**src/hw/rtl/crbd_pkg.sv**
```systemverilog
`timescale 1ns / 1ps
package crbd_pkg;

  localparam logic [2:0] PH_IDLE      = 3'd0;
  localparam logic [2:0] PH_CODED     = 3'd1;
  localparam logic [2:0] PH_SIG       = 3'd2;
  localparam logic [2:0] PH_FIRST     = 3'd3;
  localparam logic [2:0] PH_REST      = 3'd4;
  localparam logic [2:0] PH_ESC_UNARY = 3'd5;
  localparam logic [2:0] PH_ESC_BITS  = 3'd6;
  localparam logic [2:0] PH_SIGN      = 3'd7;

  localparam logic [2:0] CLS_CODED  = 3'd0;
  localparam logic [2:0] CLS_SIG    = 3'd1;
  localparam logic [2:0] CLS_LAST   = 3'd2;
  localparam logic [2:0] CLS_LFIRST = 3'd3;
  localparam logic [2:0] CLS_LREST  = 3'd4;
  localparam logic [2:0] CLS_BYPASS = 3'd5;

  localparam logic KIND_START = 1'b0;
  localparam logic KIND_BIN   = 1'b1;

  localparam logic [2:0] CAT_LUMA4X4 = 3'd2;
  localparam logic [2:0] CAT_CHR_DC  = 3'd3;
  localparam logic [2:0] CAT_MAX     = 3'd4;

  localparam logic [3:0] PREFIX_CAP     = 4'd14;
  localparam logic [4:0] ESC_BASE       = 5'd15;
  localparam logic [4:0] FIRST_CTX_MAX  = 5'd4;
  localparam logic [4:0] REST_CTX_BASE  = 5'd5;

endpackage

```
**src/hw/rtl/cabac_residual_block_decode.sv**
```systemverilog
`timescale 1ns / 1ps
// CABAC residual block debinarizer for ctxBlockCat 0..4.
// Input channel (in_valid / in_stall): one transaction is either a block start
// (in_kind low, header fields used) or one decoded bin (in_kind high, in_bin
// holds the value of the bin asked for by the previous result).
// Result channel (out_valid / out_stall): each start and each bin of a running
// block yields one result: the next bin request (class and context increment),
// optionally a finished coefficient in reverse scan order, and on the last
// result of a block out_block_done with the nonzero count. A bin sent while no
// block is running yields no result; a start abandons the running block.
// Each accepted input passes the input register, then the result register, and
// a receiver stall can hold it in either before out_valid shows its result.
// Throughput: one transaction per cycle while the receiver does not stall; the
// decode state is loaded from the input register on the same edge as the result register.
// When the receiver stalls, the result register holds and in_stall rises once
// the input register is also full.
// Reset: rst_n low at a rising clock edge (synchronous) empties both registers and
// returns the decoder to idle with all counters cleared.
module cabac_residual_block_decode #(
  parameter int MAX_COEFFS  = 16,
  parameter int LEVEL_WIDTH = 16
) (
  input  logic                          clk,
  input  logic                          rst_n,
  input  logic                          in_valid,
  output logic                          in_stall,
  input  logic                          in_kind,
  input  logic [2:0]                    in_block_category,
  input  logic [4:0]                    in_coeff_count,
  input  logic                          in_read_coded_flag,
  input  logic [1:0]                    in_coded_flag_inc,
  input  logic                          in_bin,
  output logic                          out_valid,
  input  logic                          out_stall,
  output logic                          out_need_bin,
  output logic [2:0]                    out_bin_class,
  output logic [4:0]                    out_ctx_inc,
  output logic                          out_coeff_valid,
  output logic [3:0]                    out_coeff_pos,
  output logic signed [LEVEL_WIDTH-1:0] out_coeff_value,
  output logic                          out_block_done,
  output logic [4:0]                    out_nonzero_count
);
  import crbd_pkg::*;

  localparam int IDX_W = $clog2(MAX_COEFFS);
  localparam int CNT_W = $clog2(MAX_COEFFS + 1);
  localparam int ORD_W = $clog2(LEVEL_WIDTH + 1);
  localparam int MAG_W = LEVEL_WIDTH - 1;
  localparam logic [MAG_W-1:0] LEVEL_MAX = {MAG_W{1'b1}};

  function automatic logic [4:0] pos_inc(input logic [2:0] cat, input logic [IDX_W-1:0] idx);
    if (cat == CAT_CHR_DC && idx > IDX_W'(2)) begin
      return 5'd2;
    end
    return 5'(idx);
  endfunction

  function automatic logic [4:0] first_inc(input logic [CNT_W-1:0] clo,
                                           input logic [CNT_W-1:0] clg);
    if (clg != '0) begin
      return 5'd0;
    end
    if (clo >= CNT_W'(3)) begin
      return FIRST_CTX_MAX;
    end
    return 5'(clo) + 5'd1;
  endfunction

  function automatic logic [4:0] rest_inc(input logic [2:0] cat, input logic [CNT_W-1:0] clg);
    logic [CNT_W-1:0] cap;
    cap = (cat == CAT_CHR_DC) ? CNT_W'(3) : CNT_W'(4);
    return REST_CTX_BASE + 5'((clg < cap) ? clg : cap);
  endfunction

  function automatic logic [MAG_W-1:0] sat(input logic [LEVEL_WIDTH-1:0] s);
    return s[LEVEL_WIDTH-1] ? LEVEL_MAX : s[MAG_W-1:0];
  endfunction

  // input register
  logic       in_valid_r;
  logic       kind_r;
  logic [2:0] cat_in_r;
  logic [4:0] cnt_in_r;
  logic       read_coded_r;
  logic [1:0] coded_inc_r;
  logic       bin_r;

  // decode state
  logic [2:0]            phase_r, phase_nxt;
  logic [IDX_W-1:0]      scan_index_r, scan_index_nxt;
  logic [MAX_COEFFS-1:0] sig_map_r, sig_map_nxt;
  logic [CNT_W-1:0]      cnt_one_r, cnt_one_nxt;
  logic [CNT_W-1:0]      cnt_gt_r, cnt_gt_nxt;
  logic [3:0]            prefix_ones_r, prefix_ones_nxt;
  logic [ORD_W-1:0]      esc_order_r, esc_order_nxt;
  logic [MAG_W-1:0]      esc_value_r, esc_value_nxt;
  logic [MAG_W-1:0]      cur_level_r, cur_level_nxt;
  logic [4:0]            nz_tally_r, nz_tally_nxt;
  logic [2:0]            held_cat_r, held_cat_nxt;
  logic [CNT_W-1:0]      held_cnt_r, held_cnt_nxt;

  // result register
  logic                   out_valid_r;
  logic                   need_r, need_nxt;
  logic [2:0]             class_r, class_nxt;
  logic [4:0]             inc_r, inc_nxt;
  logic                   cv_r, cv_nxt;
  logic [3:0]             pos_r, pos_nxt;
  logic [LEVEL_WIDTH-1:0] val_r, val_nxt;
  logic                   done_r, done_nxt;
  logic [4:0]             nz_r, nz_nxt;

  logic produce;
  logic out_free;
  logic take;
  logic fire;

  assign produce  = (kind_r == KIND_START) || (phase_r != PH_IDLE);
  assign out_free = !out_valid_r || !out_stall;
  assign take     = !produce || out_free;
  assign fire     = in_valid_r && produce && out_free;
  assign in_stall = in_valid_r && !take;

  always_comb begin
    logic                   start_map;
    logic                   advance;
    logic                   close_map;
    logic                   ask_first;
    logic                   ask_rest;
    logic                   go_sign;
    logic                   found;
    logic [IDX_W-1:0]       found_pos;
    logic [MAG_W-1:0]       sign_level;
    logic [MAG_W-1:0]       esc_b;
    logic [IDX_W-1:0]       scan_inc;
    logic [LEVEL_WIDTH-1:0] mag_x;

    start_map  = 1'b0;
    advance    = 1'b0;
    close_map  = 1'b0;
    ask_first  = 1'b0;
    ask_rest   = 1'b0;
    go_sign    = 1'b0;
    found      = 1'b0;
    found_pos  = '0;
    sign_level = '0;
    esc_b      = esc_value_r;
    scan_inc   = scan_index_r + IDX_W'(1);
    mag_x      = {1'b0, cur_level_r};

    phase_nxt       = phase_r;
    scan_index_nxt  = scan_index_r;
    sig_map_nxt     = sig_map_r;
    cnt_one_nxt     = cnt_one_r;
    cnt_gt_nxt      = cnt_gt_r;
    prefix_ones_nxt = prefix_ones_r;
    esc_order_nxt   = esc_order_r;
    esc_value_nxt   = esc_value_r;
    cur_level_nxt   = cur_level_r;
    nz_tally_nxt    = nz_tally_r;
    held_cat_nxt    = held_cat_r;
    held_cnt_nxt    = held_cnt_r;

    need_nxt  = 1'b0;
    class_nxt = '0;
    inc_nxt   = '0;
    cv_nxt    = 1'b0;
    pos_nxt   = '0;
    val_nxt   = '0;
    done_nxt  = 1'b0;
    nz_nxt    = '0;

    if (kind_r == KIND_START) begin
      held_cat_nxt = (cat_in_r > CAT_MAX) ? CAT_LUMA4X4 : cat_in_r;
      if (cnt_in_r == 5'd0) begin
        held_cnt_nxt = CNT_W'(1);
      end else if (cnt_in_r > 5'(MAX_COEFFS)) begin
        held_cnt_nxt = CNT_W'(MAX_COEFFS);
      end else begin
        held_cnt_nxt = CNT_W'(cnt_in_r);
      end
      cnt_one_nxt  = '0;
      cnt_gt_nxt   = '0;
      nz_tally_nxt = '0;
      sig_map_nxt  = '0;
      if (read_coded_r) begin
        phase_nxt      = PH_CODED;
        scan_index_nxt = '0;
        need_nxt       = 1'b1;
        class_nxt      = CLS_CODED;
        inc_nxt        = {held_cat_nxt, coded_inc_r};
      end else begin
        start_map = 1'b1;
      end
    end else begin
      unique case (phase_r)
        PH_IDLE: begin
        end
        PH_CODED: begin
          if (bin_r) begin
            start_map = 1'b1;
          end else begin
            done_nxt  = 1'b1;
            phase_nxt = PH_IDLE;
          end
        end
        PH_SIG: begin
          if (!sig_map_r[scan_index_r]) begin
            if (bin_r) begin
              sig_map_nxt[scan_index_r] = 1'b1;
              need_nxt  = 1'b1;
              class_nxt = CLS_LAST;
              inc_nxt   = pos_inc(held_cat_r, scan_index_r);
            end else begin
              advance = 1'b1;
            end
          end else if (bin_r) begin
            ask_first = 1'b1;
          end else begin
            advance = 1'b1;
          end
        end
        PH_FIRST: begin
          if (bin_r) begin
            prefix_ones_nxt = 4'd1;
            ask_rest        = 1'b1;
          end else begin
            go_sign    = 1'b1;
            sign_level = MAG_W'(1);
          end
        end
        PH_REST: begin
          if (bin_r) begin
            prefix_ones_nxt = prefix_ones_r + 4'd1;
            if (prefix_ones_nxt >= PREFIX_CAP) begin
              phase_nxt     = PH_ESC_UNARY;
              esc_order_nxt = '0;
              esc_value_nxt = '0;
              need_nxt      = 1'b1;
              class_nxt     = CLS_BYPASS;
            end else begin
              ask_rest = 1'b1;
            end
          end else begin
            go_sign    = 1'b1;
            sign_level = MAG_W'(prefix_ones_r) + MAG_W'(1);
          end
        end
        PH_ESC_UNARY: begin
          if (bin_r) begin
            if (esc_order_r < ORD_W'(LEVEL_WIDTH)) begin
              esc_value_nxt = sat({1'b0, esc_value_r} + (LEVEL_WIDTH'(1) << esc_order_r));
              esc_order_nxt = esc_order_r + ORD_W'(1);
            end else begin
              esc_value_nxt = LEVEL_MAX;
            end
            need_nxt  = 1'b1;
            class_nxt = CLS_BYPASS;
          end else if (esc_order_r == '0) begin
            go_sign    = 1'b1;
            sign_level = sat({1'b0, esc_value_r} + LEVEL_WIDTH'(ESC_BASE));
          end else begin
            phase_nxt = PH_ESC_BITS;
            need_nxt  = 1'b1;
            class_nxt = CLS_BYPASS;
          end
        end
        PH_ESC_BITS: begin
          esc_order_nxt = esc_order_r - ORD_W'(1);
          if (bin_r) begin
            esc_b = sat({1'b0, esc_value_r} + (LEVEL_WIDTH'(1) << esc_order_nxt));
          end
          esc_value_nxt = esc_b;
          if (esc_order_nxt == '0) begin
            go_sign    = 1'b1;
            sign_level = sat({1'b0, esc_b} + LEVEL_WIDTH'(ESC_BASE));
          end else begin
            need_nxt  = 1'b1;
            class_nxt = CLS_BYPASS;
          end
        end
        PH_SIGN: begin
          cv_nxt       = 1'b1;
          pos_nxt      = 4'(scan_index_r);
          val_nxt      = bin_r ? (~mag_x + LEVEL_WIDTH'(1)) : mag_x;
          nz_tally_nxt = nz_tally_r + 5'd1;
          if (cur_level_r > MAG_W'(1)) begin
            cnt_gt_nxt = cnt_gt_r + CNT_W'(1);
          end else begin
            cnt_one_nxt = cnt_one_r + CNT_W'(1);
          end
          for (int p = 0; p < MAX_COEFFS; p++) begin
            if (IDX_W'(p) < scan_index_r && sig_map_r[p]) begin
              found     = 1'b1;
              found_pos = IDX_W'(p);
            end
          end
          if (found) begin
            scan_index_nxt = found_pos;
            ask_first      = 1'b1;
          end else begin
            done_nxt  = 1'b1;
            nz_nxt    = nz_tally_nxt;
            phase_nxt = PH_IDLE;
          end
        end
      endcase
    end

    if (start_map) begin
      scan_index_nxt = '0;
      sig_map_nxt    = '0;
      if (held_cnt_nxt <= CNT_W'(1)) begin
        close_map = 1'b1;
      end else begin
        phase_nxt = PH_SIG;
        need_nxt  = 1'b1;
        class_nxt = CLS_SIG;
        inc_nxt   = 5'd0;
      end
    end

    if (advance) begin
      scan_index_nxt = scan_inc;
      if (CNT_W'(scan_index_r) + CNT_W'(1) >= held_cnt_r - CNT_W'(1)) begin
        close_map = 1'b1;
      end else begin
        phase_nxt = PH_SIG;
        need_nxt  = 1'b1;
        class_nxt = CLS_SIG;
        inc_nxt   = pos_inc(held_cat_r, scan_inc);
      end
    end

    if (close_map) begin
      scan_index_nxt              = IDX_W'(held_cnt_nxt - CNT_W'(1));
      sig_map_nxt[scan_index_nxt] = 1'b1;
      ask_first                   = 1'b1;
    end

    if (ask_first) begin
      phase_nxt       = PH_FIRST;
      prefix_ones_nxt = '0;
      esc_order_nxt   = '0;
      esc_value_nxt   = '0;
      cur_level_nxt   = MAG_W'(1);
      need_nxt        = 1'b1;
      class_nxt       = CLS_LFIRST;
      inc_nxt         = first_inc(cnt_one_nxt, cnt_gt_nxt);
    end

    if (ask_rest) begin
      phase_nxt = PH_REST;
      need_nxt  = 1'b1;
      class_nxt = CLS_LREST;
      inc_nxt   = rest_inc(held_cat_r, cnt_gt_r);
    end

    if (go_sign) begin
      cur_level_nxt = sign_level;
      phase_nxt     = PH_SIGN;
      need_nxt      = 1'b1;
      class_nxt     = CLS_BYPASS;
      inc_nxt       = 5'd0;
    end
  end

  always_ff @(posedge clk) begin
    if (!rst_n) begin
      in_valid_r <= 1'b0;
    end else if (!in_stall) begin
      in_valid_r <= in_valid;
    end
  end

  always_ff @(posedge clk) begin
    if (in_valid && !in_stall) begin
      kind_r       <= in_kind;
      cat_in_r     <= in_block_category;
      cnt_in_r     <= in_coeff_count;
      read_coded_r <= in_read_coded_flag;
      coded_inc_r  <= in_coded_flag_inc;
      bin_r        <= in_bin;
    end
  end

  always_ff @(posedge clk) begin
    if (!rst_n) begin
      phase_r       <= PH_IDLE;
      scan_index_r  <= '0;
      sig_map_r     <= '0;
      cnt_one_r     <= '0;
      cnt_gt_r      <= '0;
      prefix_ones_r <= '0;
      esc_order_r   <= '0;
      esc_value_r   <= '0;
      cur_level_r   <= '0;
      nz_tally_r    <= '0;
      held_cat_r    <= '0;
      held_cnt_r    <= '0;
    end else if (fire) begin
      phase_r       <= phase_nxt;
      scan_index_r  <= scan_index_nxt;
      sig_map_r     <= sig_map_nxt;
      cnt_one_r     <= cnt_one_nxt;
      cnt_gt_r      <= cnt_gt_nxt;
      prefix_ones_r <= prefix_ones_nxt;
      esc_order_r   <= esc_order_nxt;
      esc_value_r   <= esc_value_nxt;
      cur_level_r   <= cur_level_nxt;
      nz_tally_r    <= nz_tally_nxt;
      held_cat_r    <= held_cat_nxt;
      held_cnt_r    <= held_cnt_nxt;
    end
  end

  always_ff @(posedge clk) begin
    if (!rst_n) begin
      out_valid_r <= 1'b0;
    end else if (fire) begin
      out_valid_r <= 1'b1;
    end else if (!out_stall) begin
      out_valid_r <= 1'b0;
    end
  end

  always_ff @(posedge clk) begin
    if (fire) begin
      need_r  <= need_nxt;
      class_r <= class_nxt;
      inc_r   <= inc_nxt;
      cv_r    <= cv_nxt;
      pos_r   <= pos_nxt;
      val_r   <= val_nxt;
      done_r  <= done_nxt;
      nz_r    <= nz_nxt;
    end
  end

  assign out_valid         = out_valid_r;
  assign out_need_bin      = need_r;
  assign out_bin_class     = class_r;
  assign out_ctx_inc       = inc_r;
  assign out_coeff_valid   = cv_r;
  assign out_coeff_pos     = pos_r;
  assign out_coeff_value   = signed'(val_r);
  assign out_block_done    = done_r;
  assign out_nonzero_count = nz_r;

  a_done_no_request: assert property (@(posedge clk) disable iff (!rst_n)
    out_valid_r && done_r |-> !need_r)
    else $error("block done result also requests a bin");

  a_coeff_then_first: assert property (@(posedge clk) disable iff (!rst_n)
    out_valid_r && cv_r && !done_r |-> need_r && class_r == CLS_LFIRST)
    else $error("coefficient not followed by a level prefix request");

  a_tally_bound: assert property (@(posedge clk) disable iff (!rst_n)
    phase_r != PH_IDLE |-> CNT_W'(nz_tally_r) <= held_cnt_r)
    else $error("nonzero tally exceeds block size");

  a_escape_order: assert property (@(posedge clk) disable iff (!rst_n)
    esc_order_r <= ORD_W'(LEVEL_WIDTH))
    else $error("escape order out of range");

endmodule
```
**config.mk**
```make
export PLATFORM = sky130hd
export DESIGN_NAME = cabac_residual_block_decode
export DESIGN_NICKNAME = d
export VERILOG_FILES = /design/src/hw/rtl/crbd_pkg.sv /design/src/hw/rtl/cabac_residual_block_decode.sv
export SDC_FILE = /design/constraint.sdc
export NUM_CORES = 1
export LEC_CHECK = 0
export ABC_AREA = 1
export BUFFER_PORTS_ARGS = -buffer_cell sky130_fd_sc_hd__buf_2
export CORE_ASPECT_RATIO = 0.7
export CORE_UTILIZATION = 30
export CTS_BUF_LIST = sky130_fd_sc_hd__clkbuf_4 sky130_fd_sc_hd__clkbuf_8 sky130_fd_sc_hd__clkbuf_16
export DETAILED_ROUTE_END_ITERATION = 8
export PLACE_DENSITY = 0.43
export SLEW_MARGIN = 0
export SYNTH_ARGS = -nofsm -noshare
export SYNTH_HDL_FRONTEND = slang
export SYNTH_SLANG_ARGS = --single-unit
```
**constraint.sdc**
```tcl
create_clock -name clk -period 8.5 [get_ports clk]
set_input_delay 1.7 -clock clk [delete_from_list [all_inputs] [get_ports clk]]
set_output_delay 1.7 -clock clk [all_outputs]
set_load 0.02 [all_outputs]
```
* Word level (Yosys, flattened, before mapping)
Cells that the tools add are included.
** Storage, ports and cells
- Output and inout bits :: 38
- Register bits :: 136
- Logic and storage cells :: 366
- Input port bits :: 17
** Cells by class
- Muxes and demuxes :: 208
- Shifts and indexed selects :: 2
- Eq/ne operators :: 17
- Add/sub/neg operators :: 18
- $lt $le $gt $ge :: 31
- Reduce and logical (&&, ||, !) cells :: 55
- Bitwise gates (word level) :: 5
** Operators by type and width (count)
- $mux W15 :: 20
- $mux W5 :: 38
- $mux W4 :: 25
- $mux W16 :: 6
- $mux W3 :: 28
- $mux W1 :: 75
- $pmux W15 S4 :: 1
- $pmux W15 S3 :: 1
- $add A15 B16 Y16 :: 2
- $add A15 B4 Y16 const B :: 2
- $lt A4 B4 Y1 const A :: 8
- $or A16 B16 Y16 :: 2
- $shl A1 B5 Y16 const A :: 2
- $add A5 B1 Y5 const B :: 5
- $logic_and A1 B1 Y1 :: 24
- $pmux W3 S4 :: 2
- $add A16 B1 Y16 const B :: 1
- $lt A3 B4 Y1 const A :: 4
- $not A15 Y16 :: 1
- $gt A15 B1 Y1 const B :: 1
- $logic_not A5 Y1 :: 3
- $ne A3 B3 Y1 const B :: 5
- $pmux W5 S3 :: 1
- $eq A3 B3 Y1 const B :: 4
- other kinds (44) :: 75

* Longest topological paths before layout
Gate-level depths: netlist of run 1.
- Word-level depth :: 31
- Gate-level depth with buffers :: 31
- Gate-level depth less buffers :: 31

* Worst setup path before layout of run 1
OpenSTA, ideal clock, no wires.
- Kind :: input port to output port
- Start :: in out_stall
- End :: out in_stall
- Path slack :: 4.694 ns
- Path buffers :: 0
- Arrival time :: 2.106 ns
- Cell stages on the path :: 2
- Data required time :: 6.800 ns
- Cell sequence :: nand2_1 > nor2_1
** On the way
- Cells in the longest elaborated chain, start to end :: 5
** RTL lines
- start: declaration :: RTL line cabac_residual_block_decode.sv:34 : input logic out_stall,
- $logic_not A1 Y1
- $logic_or A1 B1 Y1 :: RTL line cabac_residual_block_decode.sv:120 : assign out_free = !out_valid_r || !out_stall;
- $logic_or A1 B1 Y1 :: RTL line cabac_residual_block_decode.sv:121 : assign take = !produce || out_free;
- $logic_not A1 Y1 :: RTL line cabac_residual_block_decode.sv:123 : assign in_stall = in_valid_r && !take;
- $logic_and A1 B1 Y1 :: RTL line cabac_residual_block_decode.sv:123
- end: declaration :: RTL line cabac_residual_block_decode.sv:26 : output logic in_stall,
Every way passes these cells.

* Worst setup path in the final report of run 1
- Start :: reg esc_order_r[1]
- End :: reg cur_level_r[7]
** On the way
- Cells in the longest elaborated chain, start to end :: 13
- Elaborated cells on any way between the ends :: 24
- Classes of those cells :: add/sub: 3; shift: 1; mux: 16; reduce/logical: 4
** RTL lines
- start: declaration :: RTL line cabac_residual_block_decode.sv:96 : logic [ORD_W-1:0] esc_order_r, esc_order_nxt;
- start signal: assignment :: RTL line cabac_residual_block_decode.sv:409 : esc_order_r <= esc_order_nxt;
- $sub A5 B1 Y5 :: RTL line cabac_residual_block_decode.sv:270 : esc_order_nxt = esc_order_r - ORD_W'(1);
- $shl A1 B5 Y16 :: RTL line cabac_residual_block_decode.sv:272 : esc_b = sat({1'b0, esc_value_r} + (LEVEL_WIDTH'(1) << esc_order_nxt));
- $add A15 B16 Y16 :: RTL line cabac_residual_block_decode.sv:272
- $mux W15 :: RTL line cabac_residual_block_decode.sv:77 : return s[LEVEL_WIDTH-1] ? LEVEL_MAX : s[MAG_W-1:0];
- $mux W15 :: RTL line cabac_residual_block_decode.sv:271 : if (bin_r) begin
- $mux W15 :: RTL line cabac_residual_block_decode.sv:197 : unique case (phase_r)
- $mux W15 :: RTL line cabac_residual_block_decode.sv:174 : if (kind_r == KIND_START) begin
- $add A15 B4 Y16 :: RTL line cabac_residual_block_decode.sv:277 : sign_level = sat({1'b0, esc_b} + LEVEL_WIDTH'(ESC_BASE));
- $mux W15 :: RTL line cabac_residual_block_decode.sv:77
- $mux W15 :: RTL line cabac_residual_block_decode.sv:275 : if (esc_order_nxt == '0) begin
- $pmux W15 S4 :: RTL line cabac_residual_block_decode.sv:197
- $mux W15 :: RTL line cabac_residual_block_decode.sv:174
- $mux W15 :: RTL line cabac_residual_block_decode.sv:360 : if (go_sign) begin
- end signal: assignment :: RTL line cabac_residual_block_decode.sv:411 : cur_level_r <= cur_level_nxt;
- end: declaration :: RTL line cabac_residual_block_decode.sv:98 : logic [MAG_W-1:0] cur_level_r, cur_level_nxt;
Several ways; a longest one is shown, not always the timed one. The select of a mux whose other input is x is not followed.
A chain may end at the register's enable or synchronous reset.

==> results summary, run 1 <==
Setup repair after global routing left no endpoint under its margin. Counting along the longest clock path gives a buffer depth of 2. The count of final hold-check violations is 0. The proportion of synthesized chip area in sequential cells came out at 28.8%. TritonCTS built the clock tree. The number of global-route vias before repair came to 10278.

VDD sags by at most 0.145 mV. The filler cell count in the final layout came out at 4017. The worst-case reg-to-reg path depth came out at 29. The repair_antennas step left the layout with diodes totalling 0. Routability-driven placement finished with a final weighted congestion of 0.906. The post-synthesis sequential element count came out at 136. In this run the static leakage power is 0.00535 uW. The count of cells resized by post-cts repair came out at 0. The critical path class is reg2reg. The number of instances in the synthesized netlist is 1667. In this run, synthesis inferred 49 flip-flops with an integrated enable. The global-route wire length before repair is 60.2 mm.

The final period utilization is 54.9%. The cell taking the most area after synthesis is sky130_fd_sc_hd__dfxtp_1. The I/O pin total is 55. For this run, the leading register cell type out of synthesis is sky130_fd_sc_hd__dfxtp_1. After detailed routing, the average wire length per cell comes to 17.6 um. The number of H-tree branching levels came out at 4. The number of nets handed over by synthesis was 1752. The setup TNS is 0 ps. The maximum fanout encountered on the critical timing path came out at 14. The commonest cells after synthesis are sky130_fd_sc_hd__nand2_1, sky130_fd_sc_hd__inv_1, sky130_fd_sc_hd__nor2_1. The post-CTS setup-driven buffer insertion count is 0. The fraction of layout instances using a drive strength above 1 came out at 12.8%. The most critical setup path has its endpoint at cur_level_r[7]. Entering global routing, the biggest net connects 57 pins. The startpoint of the most critical register-to-register path is esc_order_r[1].

The violation count after the first detailed-routing iteration is 945. The total global routing overflow came out at 0. The worst register-to-register path ends at cur_level_r[7]. The site row count came out at 58. The height of the die is 163 um.

Yosys mapped the design onto 60 distinct sky130hd cell types. The clock input transition at the sequential cells of the worst setup and hold paths came out at 70 ps. The kind of start point of the critical path is a flip-flop. The power density normalized to cell area is 136 nW/um^2.

At the worst endpoint, the arrival time is 5030 ps. The worst setup path startpoint is esc_order_r[1]. Yosys attributes the largest share of cell area to sky130_fd_sc_hd__dfxtp_1, sky130_fd_sc_hd__edfxtp_1, sky130_fd_sc_hd__nand2_1. The post-detailed-route DRC marker count is 0. At the end of the flow, the number of nets in the layout was 1785. The post-synthesis to final-layout area growth came out at 11.3%.

The worst max-slew margin expressed relative to the limit came out at 30.8%. Yosys instantiated no cell more often than sky130_fd_sc_hd__nand2_1. The number of sinks driven by the clock tree came out at 136. The post-route minimum period came out at 4670 ps.

The floorplan step defined a core boundary enclosing 36300 sq um. The share of synthesized flip-flops with an asynchronous set or reset is 0%. The HPWL reported at the end of detailed placement is 30.2 mm.

The post-detailed-route count of antenna-violating nets is 0. The total count of max-transition violations in the final report is 0. The synthesized netlist occupies a cell area of 11200 sq um. The placed cell area came out at 11800 sq um. Global routing consumed, over all layers together, 20.7% of the routing resources. The overall die area is 38000 sq um.

The number of warning messages in the yosys log came out at 0. The number of clock buffers added by TritonCTS is 17. Of the post-synthesis cell area, the dominant cell type holds 15.6%. The post-layout worst setup margin is 3830 ps. STA classifies the critical path endpoint as a flip-flop.

The later-pin clock latency in the skew report is 440 ps. For this design, the CTS-stage hold fixing added 0 buffers. The via density per instance is 5.05. The final layout contains routed wiring with a total length of 38.5 mm. The number of max-cap violations came out at 0. The die is 232 um wide.

Across all register-to-register paths, the minimum setup slack is 3830 ps. The worst hold path belongs to the class reg2reg. The synthesized area per cell is 6.69 sq um. The number of antenna violations at the first check in global routing came to 2. The via count is 11072.

The worst clock skew on the final layout is 12.1 ps. Buffers placed on the I/O ports in this run total 54. The required time of the worst setup path is 8870 ps. Counting stages on the worst path, the most repeated cell is sky130_fd_sc_hd__nand2_1. The slowest stage of the critical path belongs to the cell sky130_fd_sc_hd__dfxtp_1. The tree is rooted in a sky130_fd_sc_hd__clkbuf_16. The effective utilization at floorplan is 30.7%. The setup slack after placement is 3970 ps. The final-report setup violation count came out at 0. The final instance area came out at 12400 sq um. The maximum clock frequency is 0.214 GHz.

The number of detailed-route iterations in the first pass came out at 6. At the pin with the least slew margin, the transition time is 1030 ps. On the worst path, the slowest cell contributes a delay of 430 ps. The flow ran to the end, and the final reports show no timing, DRC or antenna violations.
## registers in the layout, summed over array words and instances (netlist names), 4 cells and up
| name | cells |
|---|---|
| cnt_in_r | 5 |
| prefix_ones_r | 4 |
| cur_level_r | 15 |
| out_nonzero_count | 5 |
| scan_index_r | 4 |
| out_ctx_inc | 5 |
| esc_order_r | 5 |
| nz_tally_r | 5 |
| cnt_gt_r | 5 |
| esc_value_r | 15 |
| out_coeff_pos | 4 |
| cnt_one_r | 5 |
| out_coeff_value | 16 |
| held_cnt_r | 5 |
| sig_map_r | 16 |
## worst max-delay path, delay by kind of cell, from the launching register on
kind,cells,cell delay [ps]
flip-flops,1,430
AO/OA/AOI/OAI,1,150
buffers and inverters,5,550
AND/OR/NAND/NOR,20,2530
adder cells (fa/ha/maj),3,900
## layout make-up
class                   instances  area, sq um  share of cell area, %
clock buffers                  19          458                   3.69
clock inverters                13          110                  0.887
inverters                     216          818                   6.59
multi-input cells            1263         6850                   55.2
flip-flops and latches        136         3210                   25.9
well taps                     480          601                   4.84
repair buffers                 66          360                   2.90
## cell families after synthesis
| logic type | synth area share (%) |
|---|---|
| compound gates | 19.0 |
| fa+ha+maj | 7.76 |
| xor+xnor | 3.06 |
| simple gates | 31.6 |
| flops | 28.8 |
| buf+inv | 9.82 |
## metal layers
metal	vias up	global-route usage [%]	part of all wire (%)
li1	5613	-	-
met1	5119	33.6	56
met2	313	26.4	36
met3	27	4.70	6.8
met4	0	4.46	0.96
met5	-	0	0
## stage by stage
step	cells	total power [uW]	utilization [%]	hold slack, ps
after detailed placement	2161	973	32.6	473
after global placement	2161	973	32.6	465
after floorplan	1667	900	-	457
after global routing	2193	1760	34.2	502
after CTS	2193	1700	34.2	484
final	2193	1690	34.2	484
## cell usage in the layout, fill, tap and decap left out, types with 7 or more instances in the layout
cell,netlist,routed
sky130_fd_sc_hd__nand4_1,26,26
sky130_fd_sc_hd__nand2_2,29,29
sky130_fd_sc_hd__clkbuf_16,0,18
sky130_fd_sc_hd__nor2_2,17,17
sky130_fd_sc_hd__nor3_1,37,37
sky130_fd_sc_hd__a21oi_2,12,12
sky130_fd_sc_hd__nand2_1,384,384
sky130_fd_sc_hd__nor2_1,175,174
sky130_fd_sc_hd__o211ai_1,11,11
sky130_fd_sc_hd__inv_1,194,193
sky130_fd_sc_hd__o22ai_1,7,7
sky130_fd_sc_hd__a21oi_1,130,130
sky130_fd_sc_hd__o31ai_1,11,11
sky130_fd_sc_hd__xor2_1,25,25
sky130_fd_sc_hd__or2_2,9,9
sky130_fd_sc_hd__ha_1,66,66
sky130_fd_sc_hd__o21ai_1,10,10
sky130_fd_sc_hd__buf_2,12,54
sky130_fd_sc_hd__o21ai_0,109,109
sky130_fd_sc_hd__inv_2,17,18
sky130_fd_sc_hd__nand3_2,9,9
sky130_fd_sc_hd__buf_4,3,12
sky130_fd_sc_hd__a31oi_1,18,18
sky130_fd_sc_hd__xnor2_1,14,14
sky130_fd_sc_hd__nand3_1,95,95
sky130_fd_sc_hd__o21ai_2,8,8
sky130_fd_sc_hd__edfxtp_1,49,49
sky130_fd_sc_hd__dfxtp_1,87,87
## worst min path at each step
stage	start	endpoint	slack, ps	cells after the start
floorplan	nz_tally_r[4]	nz_tally_r[4]	460	2
global placement	nz_tally_r[4]	nz_tally_r[4]	460	2
detailed placement	nz_tally_r[4]	nz_tally_r[4]	470	2
CTS	nz_tally_r[4]	nz_tally_r[4]	480	2
global route	nz_tally_r[4]	nz_tally_r[4]	500	2
finish	nz_tally_r[4]	nz_tally_r[4]	480	2
## where the power goes
part | switching (uW) | internal (uW)
combinational | 178 | 69.1
clock | 323 | 400
sequential | 17.5 | 697
total | 519 | 1170
Power figures use the tool's default switching activity.
==> run 2, diff against run 1 <==
--- a/config.mk
+++ b/config.mk
@@ -5,13 +5,13 @@
 export SDC_FILE = /design/constraint.sdc
 export NUM_CORES = 1
 export LEC_CHECK = 0
-export ABC_AREA = 1
+export ABC_AREA = 0
 export BUFFER_PORTS_ARGS = -buffer_cell sky130_fd_sc_hd__buf_2
 export CORE_ASPECT_RATIO = 0.7
 export CORE_UTILIZATION = 30
 export CTS_BUF_LIST = sky130_fd_sc_hd__clkbuf_4 sky130_fd_sc_hd__clkbuf_8 sky130_fd_sc_hd__clkbuf_16
 export DETAILED_ROUTE_END_ITERATION = 8
-export PLACE_DENSITY = 0.43
+export PLACE_DENSITY = 0.44
 export SLEW_MARGIN = 0
 export SYNTH_ARGS = -nofsm -noshare
 export SYNTH_HDL_FRONTEND = slang
==> constraint.sdc (replaced) <==
create_clock -name clk -period 4 [get_ports clk]
set_input_delay 0.8 -clock clk [delete_from_list [all_inputs] [get_ports clk]]
set_output_delay 0.8 -clock clk [all_outputs]
set_load 0.02 [all_outputs]
==> results summary, run 2 <==
The run finished, with violations left. The final reports fail on negative setup slack. The adder-cell area share of the yosys netlist came out at 7.82% (+0.063 points).

The site row count came out at 58 (unchanged). The clock group share of total power came out at 44.8% (+1.9 points). The share of the synthesized area in compound gates (AO/OA/AOI/OAI) came out at 28.7% (+9.7 points). The proportion of synthesized chip area in sequential cells is 29.0% (+0.23 points). The violation count after the first detailed-routing iteration came out at 1114 (+18%). The maximum fanout encountered on the critical timing path was 6 (-8). Among cell families on the critical path, the largest total delay comes from compound AO/OA/AOI/OAI gates.

The maximum number of pins on one net before global-route repair is 57 (unchanged). The total count of max-transition violations in the final report came out at 0 (unchanged). The top cell types in the final layout, fill and taps aside, are sky130_fd_sc_hd__buf_4, sky130_fd_sc_hd__nor2_1, sky130_fd_sc_hd__nand2_1.

The final routed wire length divided by cell count is 20.3 um (+16%). The number of warning messages in the yosys log came to 0 (unchanged). The internal power contribution is 2450 uW (+110%). The transition time at the pin with the least slew margin came to 833 ps (-201 ps). The total routing resource utilization after global routing is 22.3% (+1.6 points). The via density per instance came out at 5.53 (+9.5%). The core area came out at 36100 sq um (-0.40%). Counting instances in the post-synthesis netlist gives the leading cell types as sky130_fd_sc_hd__nor2_1, sky130_fd_sc_hd__nand2_1, sky130_fd_sc_hd__a21oi_1. The maximum clock frequency came to 0.227 GHz (+6.1%). The number of buffers inserted by port buffering was 54 (unchanged). The number of instances in the synthesized netlist came out at 1383 (-17%). The post-detailed-route DRC marker count is 0 (unchanged). The post-route minimum period came out at 4400 ps (-268 ps). The post-detailed-route count of antenna-violating nets is 0 (unchanged). The number of nets at the end of the flow came out at 1664 (-6.8%).

The final period utilization is 110% (+55 points). The maximum vdd drop was 0.296 mV (+100%). The number of max-cap violations came out at 0 (unchanged). The combinational group share of total power came out at 11.0% (-3.7 points). The number of antenna violations at the first check in global routing came out at 0 (-2). The worst clock skew on the final layout came to 9.75 ps (-2.38 ps).

The number of global-route vias before repair came to 10478 (+1.9%). The number of buffers inserted for hold repair after clock tree synthesis is 0 (unchanged). The effective utilization at floorplan is 30.6% (-0.13 points).

The most used flip-flop cell after synthesis is sky130_fd_sc_hd__dfxtp_1. The power density normalized to cell area came out at 238 nW/um^2 (+76%). The I/O pin total came out at 55 (unchanged).

The top-area cell type share of the netlist area came to 15.7% (+0.13 points). The number of H-tree branching levels came out at 4 (unchanged). The critical path class is reg2reg.

The sum of buffers and inverters on the critical path came out at 2 (-3). The number of detailed-route iterations in the first pass is 5 (-1). TritonCTS built the clock tree.

Walking the worst path, the cells encountered are buf_4, buf_6, o21ai_4, o32ai_4, a22oi_2, nor2b_1, ha_1, and3_1, a2111o_1, o2111a_2, nor3_4, nor2_4, o21a_1, a21oi_2, ha_2, and3_4, nand3_2, o21ai_4, nor4_4, and3_1, a311oi_2, o22ai_1. The routed wire length came out at 42.1 mm (+9.2%). The sum of internal, switching and leakage power is 3380 uW (+100%).

The leakage dissipation is 0.00572 uW (+6.9%). The number of sinks driven by the clock tree came out at 136 (unchanged). The post-synthesis to final-layout area growth is 28.2%. The height of the die is 163 um (-0.40%). The overall die area came out at 37700 sq um (-0.80%). STA classifies the critical path startpoint as a flip-flop. The number of placed instances with taps included is 2023 (-6.4%).

The stage delay of the slowest cell on the critical path came out at 460 ps (+30 ps). The required time of the worst setup path came to 4310 ps (-4560 ps). The area share of and/or/nand/nor cells after synthesis is 21.9% (-9.7 points). The multiplexer share of the synthesized area is 2.06% (+2.1 points).

The fraction of layout instances using a drive strength above 1 came out at 24.7% (+12 points). The clock input transition at the sequential cells of the worst setup and hold paths is 60 ps (about the same). The switching portion of total power is 27.4% (-3.3 points). The weighted congestion reported at the end of routability-driven placement is 0.899 (-0.72%). The slowest stage of the critical path is the sky130_fd_sc_hd__a2111o_1 cell. The count of final hold-check violations came out at 0 (unchanged). In the post-synthesis netlist, the cell with the most instances is sky130_fd_sc_hd__nor2_1. The via count is 11453 (+3.4%). Yosys attributes the largest share of cell area to sky130_fd_sc_hd__dfxtp_1, sky130_fd_sc_hd__edfxtp_1, sky130_fd_sc_hd__ha_1. The fraction of synthesized cell area in xor and xnor cells is 5.46% (+2.4 points). The net switching power is 928 uW (+79%). The worst max-slew margin expressed relative to the limit came out at 44.0% (+13 points). The count of cell types in the netlist is 100 (+67%). The cell area after synthesis came out at 11100 sq um (-0.81%). The post-layout worst setup margin was -398 ps (-4230 ps).

The diode insertion count for antenna repair is 0 (unchanged). The library cell used most frequently in the layout, excluding fill and tap cells, is sky130_fd_sc_hd__buf_4. The global-route wire length before repair came out at 63.8 mm (+5.9%). The synthesized netlist net count came to 1468 (-16%).

The sequential share of power came out at 44.2% (+1.8 points). The data arrival at the endpoint of the critical path came out at 4700 ps (-330 ps). The post-synthesis sequential element count is 136 (unchanged). The total global routing overflow came to 0 (unchanged).

The main combinational cell family by area after synthesis is compound AO/OA/AOI/OAI gates. The die extent in x is 232 um (-0.40%). The min-delay analysis places its worst path in the category reg2reg. The synthesized area per cell is 8.00 sq um (+20%). The minimum hold slack came out at 480 ps (-3.91 ps). The cell at the root of the clock tree is sky130_fd_sc_hd__clkbuf_16. The utilization after layout came to 39.3% (+5.0 points). The HPWL reported at the end of detailed placement came out at 32.5 mm (+7.5%).

The synthesized design spends more area on one cell type than any other, namely sky130_fd_sc_hd__dfxtp_1. The number of buffers inserted during clock tree synthesis was 17 (unchanged). Setup repair after global routing could not meet its margin everywhere. The number of standard cells in the final layout excluding fillers came out at 2072 (-5.5%). The final-report setup violation count came out at 16 (+16).

The worst setup path is captured at a flip-flop. The number of synthesized flops with an enable pin is 49 (unchanged). The later-pin clock latency in the skew report came to 450 ps (about the same). The maximum buffer depth of the clock tree is 2 (unchanged). The share of synthesized flip-flops with an asynchronous set or reset is 0% (unchanged).
-- run 2: changes by cell type in the layout (fill, tap and decap cells not counted), moves of 17 or more --
cell and delta:
sky130_fd_sc_hd__and3_1 +18, sky130_fd_sc_hd__buf_4 +178, sky130_fd_sc_hd__nand4_1 -17, sky130_fd_sc_hd__nand2_2 -28, sky130_fd_sc_hd__a21oi_1 -34, sky130_fd_sc_hd__inv_1 -144
sky130_fd_sc_hd__nand2_1 -270, sky130_fd_sc_hd__a311oi_1 +19, sky130_fd_sc_hd__nor2b_1 +25, sky130_fd_sc_hd__xnor2_1 +18, sky130_fd_sc_hd__o21ai_0 -31, sky130_fd_sc_hd__a31oi_1 +22
sky130_fd_sc_hd__nor2_1 -25, sky130_fd_sc_hd__nand3_1 -60
-- run 2: layer usage --
metal | vias up | track usage (%) | part of all wire (%) | wire length (um)
met5 | - | 0 | 0 | 0
met1 | 5445 | 36.7 | 54 | 22900
met2 | 426 | 27.5 | 36 | 15100
li1 | 5553 | - | - | -
met4 | 0 | 4.87 | 0.92 | 386
met3 | 29 | 5.46 | 8.8 | 3720
-- run 2: area by class of cell --
class                   instances  area (sq um)
clock buffers                  19           440
clock inverters                13           108
fillers                      3743         22000
inverters                      57           215
multi-input cells            1107          7690
flip-flops and latches        136          3220
well taps                     480           601
repair buffers                260          1910
-- run 2: final timing paths --
| kind | from | to | slack (ps) | cells past startpoint |
|---|---|---|---|---|
| setup / recovery | esc_order_r[0] | cur_level_r[8] | -400 | 22 |
| hold reg to reg | held_cat_r[0] | held_cat_r[0] | 480 | 2 |
| hold / removal | held_cat_r[0] | held_cat_r[0] | 480 | 2 |
| setup reg to reg | esc_order_r[0] | cur_level_r[8] | -400 | 22 |
-- run 2: what timing repair did --
item,4_1_cts,5_1_grt
gates cloned,1,0
setup buffers,15,4
resized for setup,49,22
setup endpoints to repair,18,20
pin swaps,41,21
-- run 2: power by group through the flow --
stage / combinational [uW] / sequential [uW] / clock [uW]
floorplan: 215 / 1530 / 0
global placement: 356 / 1530 / 0
detailed placement: 356 / 1530 / 0
CTS: 366 / 1500 / 1550
global route: 403 / 1500 / 1600
finish: 372 / 1500 / 1510
-- run 2: logic make-up (layout without fill, tap and decap cells) --
| group | count (synthesis) | in the layout |
|---|---|---|
| adder cells (fa/ha/maj) | 68 | 68 |
| AO/OA/AOI/OAI | 467 | 467 |
| flip-flops | 136 | 136 |
| buffers and inverters | 140 | 349 |
| XOR/XNOR | 69 | 69 |
| multiplexers | 16 | 16 |
| AND/OR/NAND/NOR | 487 | 487 |
-- run 2: worst min-delay path, delay by kind of cell, from the launching register on --
family	cells	cell delay, ps
flip-flops	1	300
AO/OA/AOI/OAI	2	130
-- run 2: through the flow --
step / cell area (sq um) / setup TNS [ps] / worst slack, ps
global placement: 13100 / -5050 / -456
finish: 14200 / -4310 / -398
global route: 14200 / -7230 / -619
CTS: 14100 / -4130 / -502
detailed placement: 13100 / -6230 / -565
floorplan: 11200 / -1930 / -400
==> run 3, diff against run 2 <==
--- a/config.mk
+++ b/config.mk
@@ -8,10 +8,11 @@
 export ABC_AREA = 0
 export BUFFER_PORTS_ARGS = -buffer_cell sky130_fd_sc_hd__buf_2
 export CORE_ASPECT_RATIO = 0.7
-export CORE_UTILIZATION = 30
+export CORE_MARGIN = 2
+export CORE_UTILIZATION = 50
 export CTS_BUF_LIST = sky130_fd_sc_hd__clkbuf_4 sky130_fd_sc_hd__clkbuf_8 sky130_fd_sc_hd__clkbuf_16
 export DETAILED_ROUTE_END_ITERATION = 8
-export PLACE_DENSITY = 0.44
+export PLACE_DENSITY = 0.68
 export SLEW_MARGIN = 0
 export SYNTH_ARGS = -nofsm -noshare
 export SYNTH_HDL_FRONTEND = slang
==> results summary, run 3 (synthesis gave the netlist of run 2 again) <==
In the layout the commonest cells are sky130_fd_sc_hd__buf_4, sky130_fd_sc_hd__nor2_1, sky130_fd_sc_hd__nand2_1. The transition time at the pin with the least slew margin is 969 ps (+136 ps). The final routed wire length divided by cell count came out at 20.1 um (-0.94%).

The internal power contribution is 2560 uW (+4.2%). The checks that failed: negative setup slack. The total count of max-transition violations in the final report is 0 (unchanged). The count of final hold-check violations was 0 (unchanged). The combinational group share of total power is 10.2% (-0.8 points).

The total routing resource utilization after global routing was 32.3% (+10 points). The die extent in x is 182 um (-21%). The most critical setup path has its endpoint at cur_level_r[12]. The number of global-route vias before repair came out at 10614 (+1.3%). The register-to-register setup slack came out at -490 ps (-90 ps). The via density per instance came out at 6.32 (+14%).

The final instance area was 13700 sq um (-3.4%). The site row count came out at 45 (-22%). The tree is rooted in a sky130_fd_sc_hd__clkbuf_16. The routed wire length came out at 37.1 mm (-12%).

The number of H-tree branching levels came out at 4 (unchanged). The I/O pin total came to 55 (unchanged). The sequential share of power was 42.8% (-1.4 points). The worst setup path is of the reg2reg kind. The total global routing overflow came out at 0 (unchanged).

The number of buffers inserted for hold repair after clock tree synthesis came out at 0 (unchanged). The number of buffers inserted during clock tree synthesis is 17 (unchanged). The data arrival at the endpoint of the critical path came out at 4790 ps (+90 ps). The via count is 11647 (+1.7%). The number of buffers inserted by port buffering is 54 (unchanged). The filler cell count in the final layout was 1862 (-50%).

The net switching power came out at 926 uW (-0.21%). The maximum clock frequency came out at 0.223 GHz (-2.0%). The final period utilization came out at 112% (+2.2 points).

The nature of the critical path endpoint is a flip-flop. The number of sinks driven by the clock tree is 136 (unchanged). The clock group share of total power came to 47.0% (+2.2 points). In this run the critical register-to-register path is captured at cur_level_r[12]. The number of detailed-route iterations in the first pass came out at 6 (+1). The worst max-slew margin expressed relative to the limit is 35.4% (-8.6 points). The post-route minimum period was 4490 ps (+88.6 ps). The global-route wire length before repair is 59.0 mm (-7.6%). The switching portion of total power came out at 26.6% (-0.86 points).

TritonCTS built the clock tree. The later-pin clock latency in the skew report came out at 440 ps (about the same). The post-layout worst setup margin came out at -487 ps (-88.6 ps). The worst-case reg-to-reg path depth came out at 23 (+4.5%). The critical path starts at esc_order_r[0].

The final-report setup violation count is 18 (+2). The fraction of layout instances using a drive strength above 1 came out at 23.3% (-1.4 points). The maximum fanout encountered on the critical timing path came to 6 (unchanged). The leakage dissipation is 0.00554 uW (-3.2%). The HPWL reported at the end of detailed placement is 27.7 mm (-15%). The power density normalized to cell area was 254 nW/um^2 (+6.6%).

The maximum number of pins on one net before global-route repair came to 82 (+44%). The placed cell area came out at 12700 sq um (-3.6%). The worst clock skew on the final layout came to 11.8 ps (+2.02 ps). The class of the worst hold path is reg2reg.

The number of max-cap violations came to 0 (unchanged). The post-detailed-route count of antenna-violating nets is 0 (unchanged). The worst setup path is launched from a flip-flop. The required time of the worst setup path is 4310 ps (about the same). The core area came out at 21700 sq um (-40%). The effective utilization at floorplan is 51.0% (+20 points).

The weighted congestion reported at the end of routability-driven placement is 0.979 (+8.9%). The post-detailed-route DRC marker count came out at 0 (unchanged). The maximum vdd drop is 0.561 mV (+89%). The number of nets at the end of the flow is 1632 (-1.9%).

Setup repair after global routing could not meet its margin everywhere. The maximum buffer depth of the clock tree is 2 (unchanged). The startpoint identified for the worst register-to-register timing path is esc_order_r[0]. The height of the die came out at 128 um (-21%). The overall die area is 23400 sq um (-38%). The area growth from synthesis to layout is 23.9%. The minimum hold slack was 477 ps (-3.26 ps). The flow ran to the end, but the final reports show violations.

The number of antenna violations at the first check in global routing came out at 3 (+3). The library cell used most frequently in the layout, excluding fill and tap cells, is sky130_fd_sc_hd__buf_4. The violation count after the first detailed-routing iteration is 1433 (+29%). The clock input transition at the sequential cells of the worst setup and hold paths came out at 60 ps (about the same).
==> run 3: routing by layer <==
layer,track usage (%),up-vias,wire (um)
met4,8.66,0,662
met2,43.2,674,14100
li1,-,5502,-
met5,0,-,0
met1,49.1,5417,17400
met3,10.1,54,4880
==> run 3: per-stage QoR <==
stage	worst slack, ps	cells	util, %	power [uW]	TNS (ps)
4_1_cts	-396	1839	62.6	3480	-3290
5_1_grt	-623	1844	63.2	3590	-7310
3_5_place_dp	-555	1796	58.4	1860	-5590
3_3_place_gp	-381	1796	58.4	1850	-3600
2_1_floorplan	-400	1383	-	1740	-1930
6_report	-487	1844	63.2	3480	-4830
==> run 3: timing repair <==
action | CTS | global route
pin swaps | 29 | 24
setup buffers | 11 | 5
setup endpoints to repair | 17 | 19
endpoints found under the hold margin | 0 | 0
resized for setup | 42 | 26
cloned | 0 | 0
==> run 3: area by class of cell <==
cell class | instances | area (sq um) | share of cell area (%)
Inverter | 57 | 214 | 1.56
Clock buffer | 20 | 465 | 3.40
Tap cell | 282 | 353 | 2.57
Antenna cell | 2 | 5.00 | 0.0365
Sequential cell | 136 | 3220 | 23.5
Timing Repair Buffer | 228 | 1620 | 11.8
Multi-Input combinational cell | 1107 | 7680 | 56.1
Clock inverter | 12 | 141 | 1.03
==> run 3: power groups by stage <==
stage / logic, uW / clock network, uW / registers (uW)
floorplan: 215 / 0 / 1530
global route: 385 / 1710 / 1500
global placement: 333 / 0 / 1520
CTS: 344 / 1650 / 1490
detailed placement: 336 / 0 / 1520
finish: 354 / 1640 / 1490
==> run 3: critical path, cell delays in order (launching register included) <==
cell	delay, ps
sky130_fd_sc_hd__dfxtp_4	360
sky130_fd_sc_hd__buf_6	120
sky130_fd_sc_hd__buf_8	120
sky130_fd_sc_hd__o21ai_4	160
sky130_fd_sc_hd__o32ai_4	110
sky130_fd_sc_hd__a22oi_2	200
sky130_fd_sc_hd__nor2b_1	80
sky130_fd_sc_hd__ha_1	320
sky130_fd_sc_hd__and3_4	180
sky130_fd_sc_hd__a2111o_1	510
sky130_fd_sc_hd__o2111a_2	340
sky130_fd_sc_hd__nor3_4	220
sky130_fd_sc_hd__nor2_4	60
sky130_fd_sc_hd__o21a_1	170
sky130_fd_sc_hd__a21oi_2	120
sky130_fd_sc_hd__ha_2	200
sky130_fd_sc_hd__and3_4	220
sky130_fd_sc_hd__nand3_4	80
sky130_fd_sc_hd__o21ai_4	220
sky130_fd_sc_hd__nor4_4	70
sky130_fd_sc_hd__buf_4	150
sky130_fd_sc_hd__nand4_1	80
sky130_fd_sc_hd__xnor2_1	130
sky130_fd_sc_hd__a31oi_1	110
==> run 3: worst min-delay path by stage <==
stage	startpoint	to	slack, ps	cells after the start
6_report	held_cat_r[2]	held_cat_r[2]	480	2
5_1_grt	held_cat_r[2]	held_cat_r[2]	490	2
4_1_cts	held_cat_r[2]	held_cat_r[2]	480	2
3_5_place_dp	held_cat_r[2]	held_cat_r[2]	470	2
3_3_place_gp	held_cat_r[2]	held_cat_r[2]	460	2
2_1_floorplan	held_cat_r[2]	held_cat_r[2]	450	2
